--- config.mk ---
export PLATFORM = sky130hd
export DESIGN_NAME = rabin_content_defined_chunker
export DESIGN_NICKNAME = d
export VERILOG_FILES = /design/src/design/rcdc_pkg.sv /design/src/design/rcdc_mul.sv /design/src/design/rcdc_rem.sv /design/src/design/rcdc_window.sv /design/src/design/rabin_content_defined_chunker.sv
export VERILOG_INCLUDE_DIRS = /design/src /design/src/design
export SDC_FILE = /design/constraint.sdc
export NUM_CORES = 2
export LEC_CHECK = 0
export BUFFER_PORTS_ARGS = -buffer_cell sky130_fd_sc_hd__buf_2
export CAP_MARGIN = 0
export CORE_MARGIN = 4
export CORE_UTILIZATION = 66
export CTS_BUF_LIST = sky130_fd_sc_hd__clkbuf_4 sky130_fd_sc_hd__clkbuf_8
export DETAILED_ROUTE_END_ITERATION = 7
export MAX_ROUTING_LAYER = met4
export PLACE_DENSITY = 0.89
export SETUP_SLACK_MARGIN = 0.5
export SLEW_MARGIN = 20
export SYNTH_ARGS = -nofsm -noshare
export SYNTH_HDL_FRONTEND = slang
export SYNTH_SLANG_ARGS = --single-unit
--- constraint.sdc ---
create_clock -name clk -period 11.2 [get_ports clk]
set_input_delay 0 -clock clk [delete_from_list [all_inputs] [get_ports clk]]
set_output_delay 0 -clock clk [all_outputs]
set_load 0.02 [all_outputs]
--- src/design/rabin_content_defined_chunker_macros.svh ---
// ----------------------------------------------------------------------------
// Rabin chunker assertion macros
// Shared property forms for the concurrent checks of the chunker.
// ----------------------------------------------------------------------------
`ifndef RABIN_CONTENT_DEFINED_CHUNKER_MACROS_SVH
`define RABIN_CONTENT_DEFINED_CHUNKER_MACROS_SVH

// The consequent must hold in the same cycle as the antecedent.
`define RCDC_ASSERT_SAME(label, clk, rst_n, ante, cons) \
	label: assert property (@(posedge clk) disable iff (!rst_n) (ante) |-> (cons)) \
		else $error("chunker check failed in the same cycle");

// The consequent must hold in the cycle after the antecedent.
`define RCDC_ASSERT_NEXT(label, clk, rst_n, ante, cons) \
	label: assert property (@(posedge clk) disable iff (!rst_n) (ante) |=> (cons)) \
		else $error("chunker check failed one cycle later");

`endif

--- src/design/rcdc_pkg.sv ---
// ----------------------------------------------------------------------------
// Rabin chunker package
// Word types, register map, reset values and shared helpers.
// ----------------------------------------------------------------------------
package rcdc_pkg;

	localparam int DEFAULT_WINDOW_SIZE = 32;

	// APB register map: 64-bit registers at byte address 8*i.
	localparam int ADDR_W = 6;
	localparam int DATA_W = 64;

	localparam logic [63:0] MULT_RESET = 64'd3;
	localparam logic [63:0] WPOW_RESET = 64'd1853020188851841;
	localparam logic [15:0] DIV_RESET  = 16'd4096;
	localparam logic [15:0] MIN_RESET  = 16'd1024;
	localparam logic [15:0] MAX_RESET  = 16'd8192;

	typedef enum logic [2:0] {
		REG_MULT = 3'd0,
		REG_WPOW = 3'd1,
		REG_DIV  = 3'd2,
		REG_MIN  = 3'd3,
		REG_MAX  = 3'd4
	} reg_idx_t;

	typedef struct packed {
		logic [7:0] data_byte;
		logic       end_of_stream;
	} item_t;

	typedef struct packed {
		logic [47:0] chunk_start;
		logic [15:0] chunk_length;
		logic [63:0] chunk_hash;
		logic        is_partial;
	} chunk_t;

	// Which 64-bit product the shared multiplier is working on.
	typedef enum logic [1:0] {
		JOB_SUM  = 2'd0,
		JOB_OUT  = 2'd1,
		JOB_HASH = 2'd2
	} job_t;

	// Which 32x32 partial product of a 64-bit low-half multiply.
	typedef enum logic [1:0] {
		PART_LL = 2'd0,
		PART_LH = 2'd1,
		PART_HL = 2'd2
	} part_t;

	typedef struct packed {
		logic  valid;
		job_t  job;
		part_t part;
	} mul_tag_t;

	function automatic logic [63:0] sext8(input logic [7:0] b);
		return {{56{b[7]}}, b};
	endfunction

endpackage

--- src/design/rcdc_mul.sv ---
// ----------------------------------------------------------------------------
// Rabin chunker multiplier
// Shared 32x32 multiplier with a registered product and tag.
// ----------------------------------------------------------------------------
module rcdc_mul import rcdc_pkg::*; (
	input  logic        clk,
	input  logic        arst_n,
	input  logic [31:0] a,
	input  logic [31:0] b,
	input  mul_tag_t    tag,
	output logic [63:0] product_s1,
	output mul_tag_t    tag_s1
);

	always_ff @(posedge clk or negedge arst_n) begin
		if (!arst_n) begin
			product_s1 <= '0;
			tag_s1     <= '0;
		end else begin
			product_s1 <= a * b;
			tag_s1     <= tag;
		end
	end

endmodule

--- src/design/rcdc_rem.sv ---
// ----------------------------------------------------------------------------
// Rabin chunker remainder unit
// Restoring remainder of a 64-bit value by a 16-bit divisor, two bits a cycle.
// ----------------------------------------------------------------------------
module rcdc_rem import rcdc_pkg::*; (
	input  logic        clk,
	input  logic        arst_n,
	input  logic        start,
	input  logic [63:0] dividend,
	input  logic [15:0] divisor,
	output logic [15:0] remainder,
	output logic        done
);

	logic [63:0] dvd_q;
	logic [15:0] rem_q;
	logic [4:0]  cnt_q;
	logic        busy_q;
	logic        done_q;
	logic [16:0] r1;
	logic [16:0] r2;
	logic [15:0] rem1;
	logic [15:0] rem2;

	// Two dependent shift-and-subtract steps per cycle.
	always_comb begin
		r1 = {rem_q, dvd_q[63]};
		if (r1 >= {1'b0, divisor}) begin
			r1 = r1 - {1'b0, divisor};
		end
		rem1 = r1[15:0];
		r2 = {rem1, dvd_q[62]};
		if (r2 >= {1'b0, divisor}) begin
			r2 = r2 - {1'b0, divisor};
		end
		rem2 = r2[15:0];
	end

	always_ff @(posedge clk or negedge arst_n) begin
		if (!arst_n) begin
			dvd_q  <= '0;
			rem_q  <= '0;
			cnt_q  <= '0;
			busy_q <= 1'b0;
			done_q <= 1'b0;
		end else begin
			done_q <= 1'b0;
			if (start) begin
				dvd_q  <= dividend;
				rem_q  <= '0;
				cnt_q  <= 5'd31;
				busy_q <= 1'b1;
			end else if (busy_q) begin
				dvd_q <= {dvd_q[61:0], 2'b00};
				rem_q <= rem2;
				if (cnt_q == 5'd0) begin
					busy_q <= 1'b0;
					done_q <= 1'b1;
				end else begin
					cnt_q <= cnt_q - 5'd1;
				end
			end
		end
	end

	assign remainder = rem_q;
	assign done      = done_q;

endmodule

--- src/design/rcdc_window.sv ---
// ----------------------------------------------------------------------------
// Rabin chunker window store
// Ring of the last stream bytes; each push returns the byte it replaces.
// ----------------------------------------------------------------------------
module rcdc_window import rcdc_pkg::*; #(
	parameter int WINDOW_SIZE = DEFAULT_WINDOW_SIZE
) (
	input  logic       clk,
	input  logic       arst_n,
	input  logic       push,
	input  logic [7:0] wdata,
	output logic [7:0] rdata
);

	localparam int SLOT_W = (WINDOW_SIZE > 1) ? $clog2(WINDOW_SIZE) : 1;

	logic [7:0]             mem_q [WINDOW_SIZE];
	logic [WINDOW_SIZE-1:0] vld_q;
	logic [SLOT_W-1:0]      slot_q;
	logic [7:0]             rd_q;
	logic                   rd_vld_q;

	// Read of the old byte and write of the new one share the slot.
	always_ff @(posedge clk) begin
		if (push) begin
			rd_q          <= mem_q[slot_q];
			mem_q[slot_q] <= wdata;
		end
	end

	// A slot never written reads as zero, as after reset.
	always_ff @(posedge clk or negedge arst_n) begin
		if (!arst_n) begin
			vld_q    <= '0;
			slot_q   <= '0;
			rd_vld_q <= 1'b0;
		end else if (push) begin
			rd_vld_q      <= vld_q[slot_q];
			vld_q[slot_q] <= 1'b1;
			if (slot_q == SLOT_W'(WINDOW_SIZE - 1)) begin
				slot_q <= '0;
			end else begin
				slot_q <= slot_q + SLOT_W'(1);
			end
		end
	end

	assign rdata = rd_vld_q ? rd_q : 8'h00;

endmodule

--- src/design/rabin_content_defined_chunker.sv ---
// ----------------------------------------------------------------------------
// Rabin content-defined chunker
// Rolling-sum chunk boundary finder with per-chunk polynomial hash.
//
// The item channel takes one stream byte per word with an end-of-stream flag.
// The chunk channel gives start offset, length, hash and a partial flag for
// every closed chunk. Registers are written over the APB port at 8*i.
// Bytes are taken one at a time: ready falls when a byte is accepted and
// returns once that byte is processed. The shared 32x32 multiplier
// builds the three 64-bit products in turn, and the remainder unit, started
// once the new rolling sum is known, gives the remainder for the boundary
// test. A chunk word becomes valid as ready returns after its last byte.
// A finished chunk sits in an output register, so the next byte is taken
// while the receiver stalls; only when a second chunk closes before the first
// is taken does the block wait in its last cycle. Reset clears the rolling
// sum, chunk state, byte count and window, and loads the register defaults.
// ----------------------------------------------------------------------------
`include "rabin_content_defined_chunker_macros.svh"

module rabin_content_defined_chunker import rcdc_pkg::*; #(
	parameter int WINDOW_SIZE = DEFAULT_WINDOW_SIZE
) (
	input  logic              clk,
	input  logic              arst_n,
	input  logic              item_valid,
	output logic              item_ready,
	input  item_t             item,
	output logic              chunk_valid,
	input  logic              chunk_ready,
	output chunk_t            chunk,
	input  logic              psel,
	input  logic              penable,
	input  logic              pwrite,
	input  logic [ADDR_W-1:0] paddr,
	input  logic [DATA_W-1:0] pwdata,
	output logic [DATA_W-1:0] prdata,
	output logic              pready
);

	typedef enum logic [1:0] {
		ST_IDLE,
		ST_MUL,
		ST_REM,
		ST_EMIT
	} state_t;

	state_t      state_q;
	job_t        job_q;
	part_t       part_q;
	logic [7:0]  byte_q;
	logic        eos_q;
	logic [63:0] acc_q;
	logic [63:0] sum_q;
	logic [63:0] hash_q;
	logic [15:0] len_q;
	logic [47:0] seen_q;
	logic        chunk_valid_q;
	chunk_t      chunk_q;

	logic [63:0] mult_q;
	logic [63:0] wpow_q;
	logic [15:0] div_q;
	logic [15:0] min_q;
	logic [15:0] max_q;

	reg_idx_t    reg_idx;
	logic        cfg_write;

	logic [7:0]  outgoing;
	logic        push;
	logic [63:0] opa;
	logic [63:0] opb;
	logic [31:0] mul_a;
	logic [31:0] mul_b;
	mul_tag_t    mul_tag;
	logic [63:0] product_s1;
	mul_tag_t    tag_s1;
	logic [63:0] shifted;
	logic [63:0] acc_next;
	logic        rem_start;
	logic [15:0] remainder;
	logic        rem_done;

	logic [15:0] len_next;
	logic [47:0] seen_next;
	logic        content;
	logic        boundary;
	logic        emit;
	logic        stall;
	logic        chunk_load;

	// Configuration port.
	assign reg_idx   = reg_idx_t'(paddr[5:3]);
	assign cfg_write = psel && penable && pwrite;
	assign pready    = 1'b1;

	always_ff @(posedge clk or negedge arst_n) begin
		if (!arst_n) begin
			mult_q <= MULT_RESET;
			wpow_q <= WPOW_RESET;
			div_q  <= DIV_RESET;
			min_q  <= MIN_RESET;
			max_q  <= MAX_RESET;
		end else if (cfg_write) begin
			case (reg_idx)
				REG_MULT: mult_q <= pwdata;
				REG_WPOW: wpow_q <= pwdata;
				REG_DIV:  div_q  <= pwdata[15:0];
				REG_MIN:  min_q  <= pwdata[15:0];
				REG_MAX:  max_q  <= pwdata[15:0];
				default: begin
				end
			endcase
		end
	end

	always_comb begin
		case (reg_idx)
			REG_MULT: prdata = mult_q;
			REG_WPOW: prdata = wpow_q;
			REG_DIV:  prdata = {48'h0, div_q};
			REG_MIN:  prdata = {48'h0, min_q};
			REG_MAX:  prdata = {48'h0, max_q};
			default:  prdata = '0;
		endcase
	end

	// Window of recent bytes.
	assign push = item_valid && item_ready;

	rcdc_window #(
		.WINDOW_SIZE(WINDOW_SIZE)
	) u_window (
		.clk    (clk),
		.arst_n (arst_n),
		.push   (push),
		.wdata  (item.data_byte),
		.rdata  (outgoing)
	);

	// Operand selection for the shared multiplier. The low 64 bits of a
	// 64x64 product need only the low-low, low-high and high-low partials.
	always_comb begin
		unique case (job_q)
			JOB_SUM:  opa = sum_q;
			JOB_OUT:  opa = sext8(outgoing);
			JOB_HASH: opa = hash_q;
			default:  opa = hash_q;
		endcase
		opb   = (job_q == JOB_OUT) ? wpow_q : mult_q;
		mul_a = (part_q == PART_HL) ? opa[63:32] : opa[31:0];
		mul_b = (part_q == PART_LH) ? opb[63:32] : opb[31:0];
	end

	assign mul_tag = '{valid: (state_q == ST_MUL), job: job_q, part: part_q};

	rcdc_mul u_mul (
		.clk        (clk),
		.arst_n     (arst_n),
		.a          (mul_a),
		.b          (mul_b),
		.tag        (mul_tag),
		.product_s1 (product_s1),
		.tag_s1     (tag_s1)
	);

	// The outgoing-byte product is subtracted from the running sum.
	assign shifted   = (tag_s1.part == PART_LL) ? product_s1 : {product_s1[31:0], 32'h0};
	assign acc_next  = (tag_s1.job == JOB_OUT) ? acc_q - shifted : acc_q + shifted;
	assign rem_start = tag_s1.valid && tag_s1.job == JOB_OUT && tag_s1.part == PART_HL;

	rcdc_rem u_rem (
		.clk       (clk),
		.arst_n    (arst_n),
		.start     (rem_start),
		.dividend  (acc_next),
		.divisor   (div_q),
		.remainder (remainder),
		.done      (rem_done)
	);

	// Boundary decision. The remainder is below 2^16, so the multiplier
	// must have its upper bits clear to match.
	assign len_next   = len_q + 16'd1;
	assign seen_next  = seen_q + 48'd1;
	assign content    = (div_q != 16'h0) && (mult_q[63:16] == 48'h0)
		&& (remainder == mult_q[15:0]);
	assign boundary   = ((len_next >= min_q) && content) || (len_next == max_q)
		|| (len_next == 16'hFFFF);
	assign emit       = boundary || eos_q;
	assign stall      = emit && chunk_valid_q && !chunk_ready;
	assign chunk_load = (state_q == ST_EMIT) && emit && !stall;

	always_ff @(posedge clk or negedge arst_n) begin
		if (!arst_n) begin
			state_q       <= ST_IDLE;
			job_q         <= JOB_SUM;
			part_q        <= PART_LL;
			byte_q        <= '0;
			eos_q         <= 1'b0;
			acc_q         <= '0;
			sum_q         <= '0;
			hash_q        <= '0;
			len_q         <= '0;
			seen_q        <= '0;
			chunk_valid_q <= 1'b0;
			chunk_q       <= '0;
		end else begin
			if (chunk_load) begin
				chunk_valid_q <= 1'b1;
			end else if (chunk_valid_q && chunk_ready) begin
				chunk_valid_q <= 1'b0;
			end

			if (tag_s1.valid) begin
				if (rem_start) begin
					// Rolling sum is complete; start the chunk hash from the byte.
					sum_q <= acc_next;
					acc_q <= sext8(byte_q);
				end else begin
					acc_q <= acc_next;
				end
				if (tag_s1.job == JOB_HASH && tag_s1.part == PART_HL) begin
					hash_q <= acc_next;
				end
			end

			unique case (state_q)
				ST_IDLE: begin
					if (item_valid) begin
						byte_q  <= item.data_byte;
						eos_q   <= item.end_of_stream;
						acc_q   <= sext8(item.data_byte);
						job_q   <= JOB_SUM;
						part_q  <= PART_LL;
						state_q <= ST_MUL;
					end
				end
				ST_MUL: begin
					unique case (part_q)
						PART_LL: part_q <= PART_LH;
						PART_LH: part_q <= PART_HL;
						PART_HL: begin
							part_q <= PART_LL;
							if (job_q == JOB_SUM) begin
								job_q <= JOB_OUT;
							end else if (job_q == JOB_OUT) begin
								job_q <= JOB_HASH;
							end else begin
								state_q <= ST_REM;
							end
						end
						default: part_q <= PART_LL;
					endcase
				end
				ST_REM: begin
					if (rem_done) begin
						state_q <= ST_EMIT;
					end
				end
				ST_EMIT: begin
					if (!stall) begin
						seen_q  <= seen_next;
						state_q <= ST_IDLE;
						if (emit) begin
							chunk_q <= '{
								chunk_start:  seen_next - {32'h0, len_next},
								chunk_length: len_next,
								chunk_hash:   hash_q,
								is_partial:   !boundary
							};
							len_q  <= '0;
							hash_q <= '0;
						end else begin
							len_q <= len_next;
						end
					end
				end
			endcase
		end
	end

	assign item_ready  = (state_q == ST_IDLE);
	assign chunk_valid = chunk_valid_q;
	assign chunk       = chunk_q;

	`RCDC_ASSERT_SAME(a_idle_mul_quiet, clk, arst_n, item_ready, !tag_s1.valid)
	`RCDC_ASSERT_SAME(a_rem_done_in_wait, clk, arst_n, rem_done, state_q == ST_REM)
	`RCDC_ASSERT_SAME(a_chunk_len_nonzero, clk, arst_n, chunk_valid, chunk.chunk_length != 16'h0)
	`RCDC_ASSERT_NEXT(a_busy_after_accept, clk, arst_n, item_valid && item_ready, !item_ready)

endmodule
Yosys cells after proc, flatten, opt, wreduce, memory -nomap -nowiden:

Memory sizes are Yosys's and may differ from the RTL's. A register that Yosys moved wholly into a read port is not among the register bits.
Cells that the tools add are included.

* reductions and logical operators: 45
* bitwise operators: 2
* add/subtract/negate cells: 9
* equality and inequality tests: 25
* multiply operators: 1
* magnitude comparators: 5
* mux-type cells: 56

Operators with widths (number)
* $mux W64: 14
* $pmux W64 S5: 1
* $pmux W64 S2: 1
* $mux W16: 5
* $add A64 B64 Y64: 1
* $mul A32 B32 Y64: 1
* $mux W32: 2
* $sub A64 B64 Y64: 1
* $add A48 B1 Y48 const B: 1
* $logic_not A48 Y1: 1
* $sub A48 B16 Y48: 1
* $ge A17 B16 Y1: 2
* $eq A16 B16 Y1: 2
* $or A32 B32 Y32: 1
* $sub A16 B16 Y16: 2
* $mux W2: 10
* $mux W5: 4
* $reduce_and A2 Y1: 10
* $add A16 B1 Y16 const B: 1
* $eq A16 B16 Y1 const B: 1
* $ge A16 B16 Y1: 1
* $reduce_bool A16 Y1: 1
* $logic_and A1 B1 Y1: 15
* $mux W1: 12
* 28 further kinds: 52

* RAM bits: 256
* input port bits: 86
* memories: 1
* register bits: 771

Memory list
* u_window.mem_q: depth 32, bits a word 8, read ports 1, clocked after memory_dff 1, wr ports 1, line rcdc_window.sv:17 `logic [7:0] mem_q [WINDOW_SIZE];`

Logic depth before layout (Yosys ltp):

* word-level depth: 12
* depth in mapped cells: 37
* mapped depth without buffers: 33

Modules after synthesis:

A second synthesis with hierarchy kept.

* cells, all modules: 9032
* area total of the unflattened synthesis: 88796.4 um2

Modules (own cells, without submodules)
* rabin_content_defined_chunker: area each 36090.9 um2, cells an instance 4068, instances 1
* rcdc_mul: area each 34994.8 um2, cells an instance 3754, instances 1
* rcdc_window: area each 11787.6 um2, cells an instance 566, instances 1
* rcdc_rem: area each 5923.2 um2, cells an instance 644, instances 1

Least setup slack after synthesis:

Ideal clock, no wire load.

* path kind: register -> register
* start point: register job_q[1]
* end point: register u_mul.product_s1[60]
* cell stages (with the launch flop): 32
* setup time: 80 ps
* arrival: 8706 ps
* data required time: 11120 ps
* setup slack: 2414 ps
* cells stage by stage: dfrtp_1 > clkbuf_1 > nor2b_1 > buf_1 > clkbuf_1 > clkbuf_1 > o21a_1 > clkbuf_1 > nand2_1 > fa_1 > inv_1 > fa_1 > inv_1 > fa_1 > inv_1 > fa_1 > fa_1 > fa_1 > fa_1 > fa_1 > ha_1 > clkbuf_1 > a21oi_1 > a21oi_1 > nor2_1 > nor2_1 > a221oi_1 > nand2_1 > a2111oi_0 > o31ai_1 > a221oi_1 > xnor2_1

* longest elaborated chain between the ends: 4
* elaborated cells between the ends (all ways): 7

RTL lines
* start: declaration: line rabin_content_defined_chunker.sv:48 `job_t job_q;`
* start signal: assignment: line rabin_content_defined_chunker.sv:197 `job_q <= JOB_SUM;`
* start signal: assignment: line rabin_content_defined_chunker.sv:234 `job_q <= JOB_SUM;`
* start signal: assignment: line rabin_content_defined_chunker.sv:246 `job_q <= JOB_OUT;`
* $eq A2 B1 Y1 or $logic_not A2 Y1 (tied branches): line rabin_content_defined_chunker.sv:144, rabin_content_defined_chunker.sv:150
* $pmux W64 S2 or $mux W64 (tied branches): line rabin_content_defined_chunker.sv:144, rabin_content_defined_chunker.sv:150
* $mux W32 (on tied branches): line rabin_content_defined_chunker.sv:151, rabin_content_defined_chunker.sv:152
* $mul A32 B32 Y64 (*): line rcdc_mul.sv:20 `product_s1 <= a * b;`
* end signal: assignment: line rcdc_mul.sv:20
* end: declaration: line rcdc_mul.sv:11 `output logic [63:0] product_s1,`

Every way passes the cells marked *; elsewhere a longest branch is shown, timed or not.
A chain may end at the register's enable or synchronous reset.

Final worst setup path:

Same ends and word-level chain as after synthesis.

==> results.md <==
* Status: finished, violations left
* Failing checks: design-rule violations
* Layout cells sized above 1 at 0.125
* Distinct cells, synth at 97
* Clock sinks at 1035
* CP most frequent cell: fa_1
* Max-slew violations at 0
* Tot GR Track Use at 0.465
* Hold WS at 0.110 ns
* RSZ-0062 raised after global routing: no
* TritonCTS clock tree: built
* Max-cap violation count at 0
* Critical Path AT at 11.30 ns
* Ys Warns at 0
* Least-Margin Pin Slew at 1.22 ns
* Syn Inst Count at 9056
* Synthesized area per cell at 9.52 um2
* Setup crit start kind: register
* Core Area at 130000 um2
* Slowest CP cell: o21ai_0
* Sequential fraction of the synthesis area at 0.316
* Antenna viol nets, final at 0
* First-pass GRT wire length at 462000 um
* Tcrit/Tclk final at 0.935
* Clk root buf: clkbuf_8
* Die height at 369 um
* H-tree depth at 4
* Num CTS Buffers at 174
* Fmax at 95.5 MHz
* Total Wirelength at 305000 um
* Crit Path Category: reg -> reg
* Final Util at 0.734
* CTS Buffer Depth at 3
* Vias in the first global route at 75600
* Initial antenna violation count at 22
* GRT Residual Overflow at 0
* Async S/R FF share, synth at 0.745
* # setup viols final at 0
* Placed Cells at 10700
* Final #Nets at 10700
* Hold Path Depth at 3
* DR pass1 iterations at 8
* Slew margin rel. at 0.180
* IO Port Bufs at 277
* Clock latency at the later pin of the worst-skew pair at 0.98 ns
* Worst R2R Setup Slack at 0.73 ns
* Fin. Hold Viols at 0
* Setup Fix Bufs, Post-CTS at 0
* Final non-filler cell total at 11200
* Slowest stage delay, CP at 0.75 ns
* Post-synth EDFFs at 264
* Cell area after synthesis at 86200 um2
* DR WL/cell at 27.1 um
* DRC errors left at 148
* Routability cong. at 1.03
* Minimum clock period at 10.47 ns
* Worst R2R Path Depth at 32
* Post-Syn Nets at 10400
* Worst endpoint required time at 12.02 ns
* Routed vias/inst at 6.59
* Initial DRC count at 10400
* Ys flop type: dfrtp_1
* Clock transition at path regs at 0.06 ns
* Largest net degree at the start of global routing at 185
* Hpwl dp at 221000 um
* Sum Neg Setup Slack at 0 ns
* CP endpoint kind: register
* Die W at 369 um
* Final Skew at 0.0881 ns
* Area growth, synth to finish at 10.4%
* Synth Register Bits at 1035
* Hold crit path type: in -> reg
* I/O pin count at 282
* Critical Path Fanout Max at 37
* # rows at 132
* Die ar. at 136000 um2
* Vias at 74000
* Initial core utilization at 0.665
* Fillers at 9010
## registers in the layout, summed over array words and instances (netlist names), 16 cells and up
name	flops
u_rem.dvd_q	64
mult_q	64
u_window.mem_q	256
seen_q	48
u_window.vld_q	32
acc_q	64
u_rem.remainder	16
div_q	16
chunk	129
hash_q	64
len_q	16
min_q	16
max_q	16
wpow_q	64
sum_q	64
u_mul.product_s1	64
## kinds of logic (layout without fill, tap and decap cells)
kind of cell,after synthesis,count (layout),share of synthesized area
flops,1035,1035,0.316
mux,362,362,0.0557
compound gates,1448,1448,0.104
buf+inv,1526,1934,0.0671
simple gates,3005,3005,0.151
other cells,1,33,0.0000435
xor+xnor,374,374,0.0382
fa+ha+maj,1305,1305,0.268
## worst max-delay path: cells and delay by family (launching register included)
kind                       cells  cell delay [ns]
DFF                            1             0.36
adders and majority gates      9             4.31
and+or+nand+nor                3             0.65
xor gates and xnor gates       1             0.16
buffers and inverters          9             1.95
AOI/OAI and AO/OA             10             2.85
## routing by layer
| layer | global-route usage | share of wire | up-vias |
|---|---|---|---|
| met5 | - | 0 | - |
| met4 | 0.322 | 0.093 | 0 |
| met3 | 0.160 | 0.14 | 1716 |
| met2 | 0.658 | 0.43 | 5744 |
| met1 | 0.563 | 0.34 | 36200 |
| li1 | - | - | 30400 |
## path summary, 6_finish.rpt
check                           from              endpoint
min in group asynchronous     arst_n            chunk[111]
min                        pwdata[8]              max_q[8]
max                         job_q[1]  u_mul.product_s1[60]
max reg2reg                 job_q[1]  u_mul.product_s1[60]
max in group asynchronous     arst_n              acc_q[6]
min reg2reg                chunk[12]             chunk[12]
## synth_stat cells (40+ instances only)
cell type  count  area share
nand2b_1      69      0.0050
o21a_1        50      0.0044
nand4_1       80      0.0058
or2_2         46      0.0033
nor2_1       876       0.038
a21o_1        92      0.0080
a22o_1        52      0.0053
xnor2_1      223       0.023
nand2_1     1400       0.061
xor2_1       150       0.015
mux4_2        76       0.020
nor3_1        96      0.0056
nor2b_1       54      0.0039
buf_1         47      0.0020
clkbuf_1     446       0.019
fa_1         900        0.21
edfxtp_1     264       0.092
o21ai_0      459       0.027
and2_1        51      0.0037
o22ai_1       45      0.0033
nand3_1      135      0.0078
a21oi_1      349       0.020
nor4_1        49      0.0036
ha_1         405       0.059
mux2_2       179       0.023
a22oi_1       61      0.0053
a211oi_1      40      0.0035
mux2i_1      106       0.012
dfrtp_1      740        0.21
inv_1        993       0.043
## metrics by stage
step                instance area, um2  setup WS (ns)
floorplan                        86200           2.41
global placement                 89300          0.856
detailed placement               89300          0.754
CTS                              95000          0.680
global route                     95100          0.505
finish                           95200          0.727
## placed cells by master, fill, tap and decap left out, drive strengths merged, types with 29 or more instances in the layout
cell	count
nand2	1400
inv	1005
fa	900
nor2	878
dfrtp	740
o21ai	492
buf	457
ha	405
a21oi	349
clkbuf	272
edfxtp	264
xnor2	223
mux2	180
dlygate4sd3	157
xor2	150
nand3	135
mux2i	106
nor3	97
a21o	92
nand4	80
mux4	76
nand2b	69
a22oi	61
nor2b	54
nor4	53
a22o	52
and2	52
o21a	50
or2	49
o22ai	45
a211oi	40
and3	39
o211ai	36
o21bai	35
or3	33
diode	32
a31oi	32
dfstp	31
clkinv	31
o221ai	29
## timing repair
action	4_1_cts	5_1_grt
endpoints found under the setup margin	0	8
hold buffers	158	0
endpoints found under the hold margin	929	0
gates resized for setup	0	6
## final cells by class
type | instances | area (um2) | area share
diodes | 32 | 80.1 | 0.000841
clock buffers | 272 | 3410 | 0.0359
clock inverters | 54 | 679 | 0.00714
inverters | 994 | 3730 | 0.0392
multi-input cells | 6495 | 53400 | 0.561
flip-flops and latches | 1035 | 27300 | 0.287
well taps | 1742 | 2180 | 0.0229
repair buffers | 614 | 4410 | 0.0463
Power is left out: the tool's default activity adds up to more than one toggle a clock period on the data nets, which glitch-free logic cannot reach.
